## config.mk

```make
export PLATFORM = sky130hd
export DESIGN_NAME = lbr_map
export DESIGN_NICKNAME = d
export VERILOG_FILES = /design/src/sv/lbr_pkg.sv /design/src/sv/lbr_map.sv
export SDC_FILE = /design/constraint.sdc
export NUM_CORES = 1
export LEC_CHECK = 0
export BUFFER_PORTS_ARGS = -buffer_cell sky130_fd_sc_hd__buf_2
export CAP_MARGIN = 20
export CORE_AREA = 2 2 313 315
export DETAILED_ROUTE_END_ITERATION = 12
export DIE_AREA = 0 0 315 317
export GPL_ROUTABILITY_DRIVEN = 0
export MAX_ROUTING_LAYER = met4
export SYNTH_ARGS = -nofsm -noshare
export SYNTH_HDL_FRONTEND = slang
export SYNTH_SLANG_ARGS = --single-unit
```

## constraint.sdc

```tcl
create_clock -name clk -period 14.8 [get_ports clk]
set_input_delay 1.48 -clock clk [delete_from_list [all_inputs] [get_ports clk]]
set_output_delay 1.48 -clock clk [all_outputs]
set_load 0.05 [all_outputs]
```

## src/sv/lbr_pkg.sv

```systemverilog
// Package for the letterbox bilinear resize block.
// Holds sizes, fixed-point constants, register indexes and the structs
// shared by the map, blend and top-level modules. No dependencies.
package lbr_pkg;

  // Frame store and canvas limits.
  localparam int MAX_SOURCE_WIDTH  = 1024;
  localparam int MAX_SOURCE_HEIGHT = 1024;
  localparam int MAX_CANVAS        = 1024;

  localparam int COL_W      = $clog2(MAX_SOURCE_WIDTH);
  localparam int ROW_W      = $clog2(MAX_SOURCE_HEIGHT);
  localparam int BANK_AW    = COL_W + ROW_W - 2;
  localparam int BANK_DEPTH = 1 << BANK_AW;
  localparam int NUM_BANKS  = 4;

  // Field and datapath widths.
  localparam int POS_W  = 10;
  localparam int LVL_W  = 8;
  localparam int PIX_W  = 3 * LVL_W;
  localparam int CH_W   = 16;
  localparam int DIM_W  = 11;
  localparam int STEP_W = 24;
  localparam int PROD_W = POS_W + STEP_W;
  localparam int IDX_W  = PROD_W - 16;
  localparam int FRAC_W = 17;
  localparam int WGT_W  = 33;
  localparam int SUM_W  = 40;
  localparam int QU_W   = 24;
  localparam int CFG_W  = 24;
  localparam int CIDX_W = 3;

  // Fixed-point constants.
  localparam logic [FRAC_W-1:0] ONE_Q16   = 17'h10000;
  localparam logic [CH_W-1:0]   GRAY_KEEP = 16'd29184;
  localparam logic [CH_W-1:0]   GRAY_NORM = 16'd14649;
  localparam logic [QU_W-1:0]   RECIP_255 = 24'h808081;
  localparam logic [SUM_W:0]    HALF_LVL  = 41'h000_0080_0000;
  localparam logic [SUM_W:0]    HALF_NORM = 41'(255 * 65536);

  // Configuration register indexes.
  typedef enum logic [CIDX_W-1:0] {
    REG_SOURCE_WIDTH   = 3'd0,
    REG_SOURCE_HEIGHT  = 3'd1,
    REG_CANVAS_SIZE    = 3'd2,
    REG_RESIZED_WIDTH  = 3'd3,
    REG_RESIZED_HEIGHT = 3'd4,
    REG_SOURCE_STEP    = 3'd5,
    REG_KEEP_LEVELS    = 3'd6
  } cfg_reg_t;

  typedef logic [BANK_AW-1:0] baddr_t;

  typedef struct packed {
    logic [DIM_W-1:0]  src_w;
    logic [DIM_W-1:0]  src_h;
    logic [DIM_W-1:0]  canvas;
    logic [DIM_W-1:0]  rsz_w;
    logic [DIM_W-1:0]  rsz_h;
    logic [STEP_W-1:0] step;
    logic              keep;
  } cfg_t;

  typedef struct packed {
    logic              cmd;
    logic [POS_W-1:0]  load_x;
    logic [POS_W-1:0]  load_y;
    logic [LVL_W-1:0]  red;
    logic [LVL_W-1:0]  green;
    logic [LVL_W-1:0]  blue;
    logic [POS_W-1:0]  canvas_x;
    logic [POS_W-1:0]  canvas_y;
  } in_item_t;

  typedef struct packed {
    logic              en;
    logic [1:0]        bank;
    baddr_t            addr;
    logic [PIX_W-1:0]  data;
  } wr_t;

  // Request leaving the address stage towards the blend pipeline.
  typedef struct packed {
    logic              live;
    logic              in_rect;
    logic [POS_W-1:0]  cx;
    logic [POS_W-1:0]  cy;
    logic [FRAC_W-1:0] fx;
    logic [FRAC_W-1:0] fy;
    logic              ix0;
    logic              iy0;
  } item_t;

endpackage

```

## src/sv/lbr_map.sv

```systemverilog
// Front of the pipeline: input register, letterbox test, source mapping and
// frame store address generation. Depends on lbr_pkg.
module lbr_map import lbr_pkg::*; (
  input  logic     clk,
  input  logic     rst_n,
  input  cfg_t     cfg,
  input  logic     adv,
  input  logic     in_take,
  input  in_item_t in_item,
  output logic     slot_free,
  output wr_t      wr,
  output baddr_t   rd_addr [NUM_BANKS],
  output item_t    item
);

  // Stage 1: input register.
  logic     v1_r;
  in_item_t it1_r;

  // Stage 2: letterbox test done.
  logic             v2_r, req2_r, inside2_r;
  logic [POS_W-1:0] cx2_r, cy2_r, xpos2_r, ypos2_r, lx2_r, ly2_r;
  logic [PIX_W-1:0] pix2_r;

  // Stage 3: source position products.
  logic              v3_r, req3_r, inside3_r;
  logic [POS_W-1:0]  cx3_r, cy3_r, lx3_r, ly3_r;
  logic [PIX_W-1:0]  pix3_r;
  logic [PROD_W-1:0] sx3_r, sy3_r;

  // Combinational values.
  logic [DIM_W-1:0]  canvas, pad_x, pad_y, cx_e, cy_e, xoff, yoff;
  logic              inside_nxt;
  logic [DIM_W-1:0]  sw, sh;
  logic [IDX_W-1:0]  ixf, iyf;
  logic              clamp_x, clamp_y;
  logic [COL_W-1:0]  ix, colsum [NUM_BANKS];
  logic [ROW_W-1:0]  iy, rowsum [NUM_BANKS];
  logic [DIM_W-1:0]  sw_m2, sh_m2;
  logic [FRAC_W-1:0] fx, fy;
  logic              load_ok;

  assign slot_free = ~v1_r;

  // Stage 1 register: refills whenever it moves on or is empty.
  always_ff @(posedge clk) begin
    if (!rst_n) begin
      v1_r <= 1'b0;
    end else if (adv || !v1_r) begin
      v1_r <= in_take;
    end
  end

  always_ff @(posedge clk) begin
    if (in_take) begin
      it1_r <= in_item;
    end
  end

  // Letterbox rectangle and offset inside it.
  always_comb begin
    canvas = (cfg.canvas > DIM_W'(MAX_CANVAS)) ? DIM_W'(MAX_CANVAS) : cfg.canvas;
    pad_x  = (cfg.rsz_w < canvas) ? ((canvas - cfg.rsz_w) >> 1) : '0;
    pad_y  = (cfg.rsz_h < canvas) ? ((canvas - cfg.rsz_h) >> 1) : '0;
    cx_e   = DIM_W'(it1_r.canvas_x);
    cy_e   = DIM_W'(it1_r.canvas_y);
    xoff   = cx_e - pad_x;
    yoff   = cy_e - pad_y;
    inside_nxt = (cx_e < canvas) && (cy_e < canvas) &&
                 (cx_e >= pad_x) && (xoff < cfg.rsz_w) &&
                 (cy_e >= pad_y) && (yoff < cfg.rsz_h);
  end

  always_ff @(posedge clk) begin
    if (!rst_n) begin
      v2_r <= 1'b0;
      v3_r <= 1'b0;
    end else if (adv) begin
      v2_r <= v1_r;
      v3_r <= v2_r;
    end
  end

  // Stage 2 and stage 3 payload.
  always_ff @(posedge clk) begin
    if (adv) begin
      req2_r    <= it1_r.cmd;
      inside2_r <= inside_nxt;
      cx2_r     <= it1_r.canvas_x;
      cy2_r     <= it1_r.canvas_y;
      xpos2_r   <= xoff[POS_W-1:0];
      ypos2_r   <= yoff[POS_W-1:0];
      lx2_r     <= it1_r.load_x;
      ly2_r     <= it1_r.load_y;
      pix2_r    <= {it1_r.red, it1_r.green, it1_r.blue};

      req3_r    <= req2_r;
      inside3_r <= inside2_r;
      cx3_r     <= cx2_r;
      cy3_r     <= cy2_r;
      lx3_r     <= lx2_r;
      ly3_r     <= ly2_r;
      pix3_r    <= pix2_r;
      sx3_r     <= PROD_W'(xpos2_r) * PROD_W'(cfg.step);
      sy3_r     <= PROD_W'(ypos2_r) * PROD_W'(cfg.step);
    end
  end

  // Base index and fraction, clamped at the last row and column.
  always_comb begin
    sw = (cfg.src_w < DIM_W'(2)) ? DIM_W'(2) :
         (cfg.src_w > DIM_W'(MAX_SOURCE_WIDTH)) ? DIM_W'(MAX_SOURCE_WIDTH) : cfg.src_w;
    sh = (cfg.src_h < DIM_W'(2)) ? DIM_W'(2) :
         (cfg.src_h > DIM_W'(MAX_SOURCE_HEIGHT)) ? DIM_W'(MAX_SOURCE_HEIGHT) : cfg.src_h;
    sw_m2   = sw - DIM_W'(2);
    sh_m2   = sh - DIM_W'(2);
    ixf     = sx3_r[PROD_W-1:16];
    iyf     = sy3_r[PROD_W-1:16];
    clamp_x = ixf >= IDX_W'(sw - DIM_W'(1));
    clamp_y = iyf >= IDX_W'(sh - DIM_W'(1));
    ix      = clamp_x ? sw_m2[COL_W-1:0] : ixf[COL_W-1:0];
    iy      = clamp_y ? sh_m2[ROW_W-1:0] : iyf[ROW_W-1:0];
    fx      = clamp_x ? ONE_Q16 : {1'b0, sx3_r[15:0]};
    fy      = clamp_y ? ONE_Q16 : {1'b0, sy3_r[15:0]};
  end

  // Each bank holds one parity of column and row, so the four neighbours
  // always fall into four different banks.
  always_comb begin
    for (int b = 0; b < NUM_BANKS; b++) begin
      colsum[b]  = ix + COL_W'(ix[0] ^ b[0]);
      rowsum[b]  = iy + ROW_W'(iy[0] ^ b[1]);
      rd_addr[b] = {rowsum[b][ROW_W-1:1], colsum[b][COL_W-1:1]};
    end
  end

  // Loads write at the read stage, so store order follows beat order.
  always_comb begin
    load_ok   = (DIM_W'(lx3_r) < DIM_W'(MAX_SOURCE_WIDTH)) &&
                (DIM_W'(ly3_r) < DIM_W'(MAX_SOURCE_HEIGHT));
    wr.en     = adv && v3_r && !req3_r && load_ok;
    wr.bank   = {ly3_r[0], lx3_r[0]};
    wr.addr   = {ly3_r[ROW_W-1:1], lx3_r[COL_W-1:1]};
    wr.data   = pix3_r;
  end

  always_comb begin
    item.live    = v3_r && req3_r;
    item.in_rect = inside3_r;
    item.cx      = cx3_r;
    item.cy      = cy3_r;
    item.fx      = fx;
    item.fy      = fy;
    item.ix0     = ix[0];
    item.iy0     = iy[0];
  end

endmodule

```

==> metrics.cfg, run 1 <==
[outcome]
outcome = finished, final reports clean

[layout]
layoutNonFillerInstCount = 4297
num-nets-final = 3749
syn2layout_area_growth_pct = 13.5
design_area_mm2 = 0.0326
drive_gt1_frac = 0.138

[clock_network]
cts_root_buf = clkbuf_16
ctsHoldBuffers = 0
cts-buffers-inserted = 35
numClockSinks = 288
cts_tree = done
clk_latency_ns = 0.57
htreeDepth = 2
cts_resized = 0
cts.clk_slew.worst_paths_ns = 0.06
cts_buffer_depth = 3
postCtsSetupBuffers = 0

[die]
fp.dieW_um = 315
ios = 325
placementRows = 114
initial_core_util = 0.298
die_y_um = 317
die_area_mm2 = 0.0999
core_mm2 = 0.0963

[worst_setup_path]
end_kind = output pin
cp_data_arrival_time_ns = 6.88
startpoint_type = primary input
crit_required_ns = 13.32
critPathMaxFanout = 44
worstSetupPathType = in2out
r2r-start = xpos2_r[4]
reg2reg_to = sx3_r[33]
ff2ff_setup_slack_ns = 8.25
ff2ff_path_depth = 18

[place]
dp.cells = 4224
dp_hpwl_um = 51000
placed_area_mm2 = 0.0314
place_ws_ns = 6.40
io_buffer_count = 323

[yosys]
netlist_instances = 2757
async_flop_share = 0
avgSynthCellArea_um2 = 10.4
yosysWarnings = 0
ys_seq_elements = 288
synth_top_area_cell = edfxtp_1
synth-seq-area-share = 0.300
synth_edf_count = 285
mappedNetlistArea_mm2 = 0.0287
ys.flop_type = edfxtp_1
yosys-top-cells-area = edfxtp_1, fa_1, ha_1
synth_top_area_frac = 0.298
syn_nets = 3520
synth_cell_type_count = 79

[routing]
wl_um = 66700
drt_iter0_markers = 1091
first_pass_iters = 5
drtAntennaViolNets = 0
drc_errors = 0
vias_per_cell = 4.65
vias = 20000
wl_per_cell_um = 15.5

[sta]
period_needed_ns = 8.36
hold_violations = 0
fin_setup_tns_ns = 0
worstMarginPinSlew_ns = 0.999
period_share = 0.565
worst_slack_ns = 6.44
fmax_ghz = 0.120
finClkSkew_ns = 0.0199
slew_headroom = 0.334
rsz0062_at_grt = false
maxSlewViolCount = 0
setup_violations = 0

[global_route]
grt_first_pass_wirelength_um = 108000
grt_pass1_vias = 20600
grtUsageTotal = 0.139
grt_overflow = 0
grt_max_degree = 90
antenna_found_initial = 12

[min_path]
min-delay-start = pix2_r[9]
min_to = pix3_r[9]
hp-class = reg2reg
whs_path_depth = 0

[flow_run]
cap_violations = 0

-- worst max-delay path by stage --
stage / from / end / slack (ns) / depth (start not counted)
detailed placement: cfg[78] / rd_addr[25] / 6.40 / 21
global placement: cfg[78] / rd_addr[25] / 6.51 / 21
floorplan: cfg[75] / rd_addr[61] / 5.43 / 22
global route: cfg[77] / rd_addr[25] / 5.85 / 21
finish: cfg[78] / rd_addr[25] / 6.44 / 21
CTS: cfg[78] / rd_addr[25] / 6.36 / 21
-- sequential cells by signal, summed over array words and instances (netlist names) --
register and count:
lx3_r 10, inside2_r 1, sx3_r 34, v2_r 1
ly2_r 10, cy3_r 10, inside3_r 1, lx2_r 10
sy3_r 34, pix3_r 24, cx3_r 10, pix2_r 24
cy_e 10, v3_r 1, xpos2_r 10, ly3_r 10
req2_r 1, req3_r 1, it1_r 45, cx2_r 10
v1_r 1, cx_e 10, ypos2_r 10, cy2_r 10
-- kinds of logic after synthesis --
group | synth area share
adder cells (fa/ha/maj) | 0.359
XOR/XNOR | 0.0357
buffers and inverters | 0.0719
multiplexers | 0.00409
AO/OA/AOI/OAI | 0.0817
flip-flops | 0.300
AND/OR/NAND/NOR | 0.147
-- metal layers --
metal | up-vias | global-route usage | share of wire
li1 | 9518 | - | -
met1 | 9889 | 0.178 | 0.44
met2 | 486 | 0.224 | 0.47
met3 | 92 | 0.0314 | 0.064
met4 | 0 | 0.0356 | 0.022
met5 | - | - | 0
-- critical path, stage by stage --
cell and delay [ns]:
buf_2 0.13, or3_1 0.45, o41ai_1 0.67, ha_1 0.38
o21ai_0 0.26, o311ai_0 0.40, o21a_1 0.18, ha_1 0.23
a21oi_1 0.13, o21ai_0 0.10, nor4_1 0.16, o21ai_1 0.15
a211oi_4 0.20, buf_4 0.40, mux2_2 0.42, ha_1 0.23
nand3_1 0.17, nor3_1 0.07, a21oi_1 0.20, xnor2_1 0.15
buf_2 0.29
-- layout make-up --
cell class / count / area [um^2]
Antenna cell: 12 / 30.0
Clock buffer: 44 / 910
Clock inverter: 16 / 243
Fill cell: 9861 / 63700
Inverter: 361 / 1360
Multi-Input combinational cell: 1959 / 18100
Sequential cell: 288 / 8620
Tap cell: 1276 / 1600
Timing Repair Buffer: 341 / 1780
-- synthesized netlist by cell type (all sizes together), types with 18 or more instances --
library cell / instances
xnor2: 78
ha: 262
o21bai: 20
o21ai: 84
fa: 352
nand2b: 23
o21a: 18
nand2: 363
nor2: 83
and2: 237
edfxtp: 285
nor3: 25
buf: 42
nand3: 36
nor2b: 23
a21o: 41
inv: 361
clkbuf: 107
a21oi: 113
xor2: 37
-- through the flow --
step           utilization  hold WS, ns
2_1_floorplan            -        0.400
4_1_cts              0.338        0.414
6_report             0.339        0.412
3_3_place_gp         0.326        0.401
5_1_grt              0.339        0.415
3_5_place_dp         0.326        0.405
-- layout by cell type, fill, tap and decap left out, drive strengths merged, types with 6 or more instances in the layout --
cell type	netlist	layout
nand3	36	36
nor3	25	25
or3	9	9
xor2	37	37
o21ai	84	84
a21oi	113	113
mux2	6	6
xnor2	78	78
nor2	83	83
and4	7	7
buf	42	341
ha	262	262
a211oi	13	13
fa	352	352
clkbuf	107	44
a31oi	8	8
and2	237	237
edfxtp	285	285
inv	361	363
nand3b	6	6
nand2b	23	23
nand2	363	363
diode	0	12
clkinv	0	9
o21a	18	18
a21o	41	41
a21boi	7	7
nor4	8	8
nand4	14	14
o21bai	20	20
and3	8	8
nor2b	23	23
Power of run 1 is not shown: default switching activity piles up to over one toggle a cycle in this logic, so the estimate is an artifact.
==> inputs of run 2 (changes only) <==
==> constraint.sdc (replaced) <==
create_clock -name clk -period 7.5 [get_ports clk]
set_input_delay 0.75 -clock clk [delete_from_list [all_inputs] [get_ports clk]]
set_output_delay 0.75 -clock clk [all_outputs]
set_load 0.05 [all_outputs]
==> metrics.cfg, run 2 (synthesis gave the netlist of run 1 again) <==
[die]
initial_core_util = 0.298
die_area_mm2 = 0.0999
placementRows = 114
core_mm2 = 0.0963
fp.dieW_um = 315
die_y_um = 317
ios = 325

[sta]
slew_headroom = 0.346
rsz0062_at_grt = false
finClkSkew_ns = 0.0302
maxSlewViolCount = 0
fin_hold_ws_ns = 0.346
fmax_ghz = 0.153
period_share = 0.869
worstMarginPinSlew_ns = 0.982
setup_violations = 0
hold_violations = 0
period_needed_ns = 6.52
fin_setup_tns_ns = 0

[place]
io_buffer_count = 323
placed_area_mm2 = 0.0315
dp_hpwl_um = 52700

[worst_setup_path]
critPathMaxFanout = 14
startpoint_type = primary input
cp_data_arrival_time_ns = 5.77
crit_required_ns = 6.75
end_kind = output pin
ff2ff_setup_slack_ns = 1.00
worstSetupPathType = in2out
reg2reg_to = sx3_r[33]
r2r-start = xpos2_r[1]
ff2ff_path_depth = 17

[layout]
largest_register_ffs = 45
drive_gt1_frac = 0.146
regArea_mm2 = 0.00862
syn2layout_area_growth_pct = 13.9
fillers = 9803
num-nets-final = 3763
final_cell_mix = nand2_1, inv_1, fa_1
regMostFlops = it1_r
design_area_mm2 = 0.0327
largestRegisters = it1_r x45, sx3_r x34, sy3_r x34
multi_input_area_mm2 = 0.0181

[routing]
vias_per_cell = 4.66
first_pass_iters = 5
drtAntennaViolNets = 0
drc_errors = 0
wl_per_cell_um = 15.8
drt_iter0_markers = 1010
vias = 20100
wl_um = 68300

[flow_run]
cap_violations = 0

[min_path]
whs_path_depth = 1
min_to = cy_e[9]
hp-class = in2reg
min-delay-start = in_item[9]

[clock_network]
postCtsSetupBuffers = 0
cts_resized = 0
ctsHoldBuffers = 0
cts_buffer_depth = 3
cts.clk_slew.worst_paths_ns = 0.07
cts_root_buf = clkbuf_16
cts-buffers-inserted = 35
clk_latency_ns = 0.57
cts_tree = done
htreeDepth = 2
numClockSinks = 288

[outcome]
outcome = finished, final reports clean

[global_route]
antenna_found_initial = 17
grt_pass1_vias = 20700
grt_first_pass_wirelength_um = 110000
grt_overflow = 0
grt_max_degree = 101
grtUsageTotal = 0.142

[run 2: layer usage]
metal  up-vias  track usage  wire, um
li1       9559            -         -
met1     10000        0.178     29700
met2       468        0.231     32400
met3        79       0.0361      4910
met4         0       0.0304      1210
met5         -            -         0
[run 2: critical path, cell delays in order]
cell	delay, ns
buf_2	0.16
nor4_1	0.46
a21oi_1	0.24
or2_2	0.37
ha_1	0.32
o21a_1	0.20
o21ai_1	0.19
xor2_1	0.19
ha_1	0.26
a21o_1	0.19
a21oi_1	0.12
o21ai_0	0.09
nor4_1	0.15
o21ai_1	0.15
a211oi_4	0.32
buf_4	0.26
nand2_1	0.07
o21ai_1	0.11
ha_1	0.23
nand3_1	0.17
nor3_1	0.18
a21oi_1	0.13
xnor2_2	0.15
buf_2	0.28
[run 2: cell type report]
cell class	count	area share
Antenna cell	16	0.00122
Clock buffer	43	0.0283
Clock inverter	20	0.00688
Inverter	361	0.0414
Multi-Input combinational cell	1959	0.553
Sequential cell	288	0.263
Tap cell	1276	0.0488
Timing Repair Buffer	355	0.0574
[run 2: stage by stage]
stage           util  std cells  worst slack (ns)
6_report       0.340       4318             0.984
5_1_grt        0.340       4318             0.473
4_1_cts        0.339       4301             0.905
3_5_place_dp   0.327       4238             0.762
3_3_place_gp   0.327       4238             0.793
2_1_floorplan      -       2757            0.0663
[run 2: worst max path at each step]
stage	from	endpoint	slack, ns
finish	cfg[75]	rd_addr[25]	0.98
global route	cfg[65]	rd_addr[52]	0.47
CTS	cfg[65]	rd_addr[52]	0.90
detailed placement	cfg[6]	sx3_r[33]	0.76
global placement	cfg[6]	sx3_r[33]	0.79
floorplan	cfg[75]	rd_addr[61]	0.07
Power of run 2 is left out for the same reason.
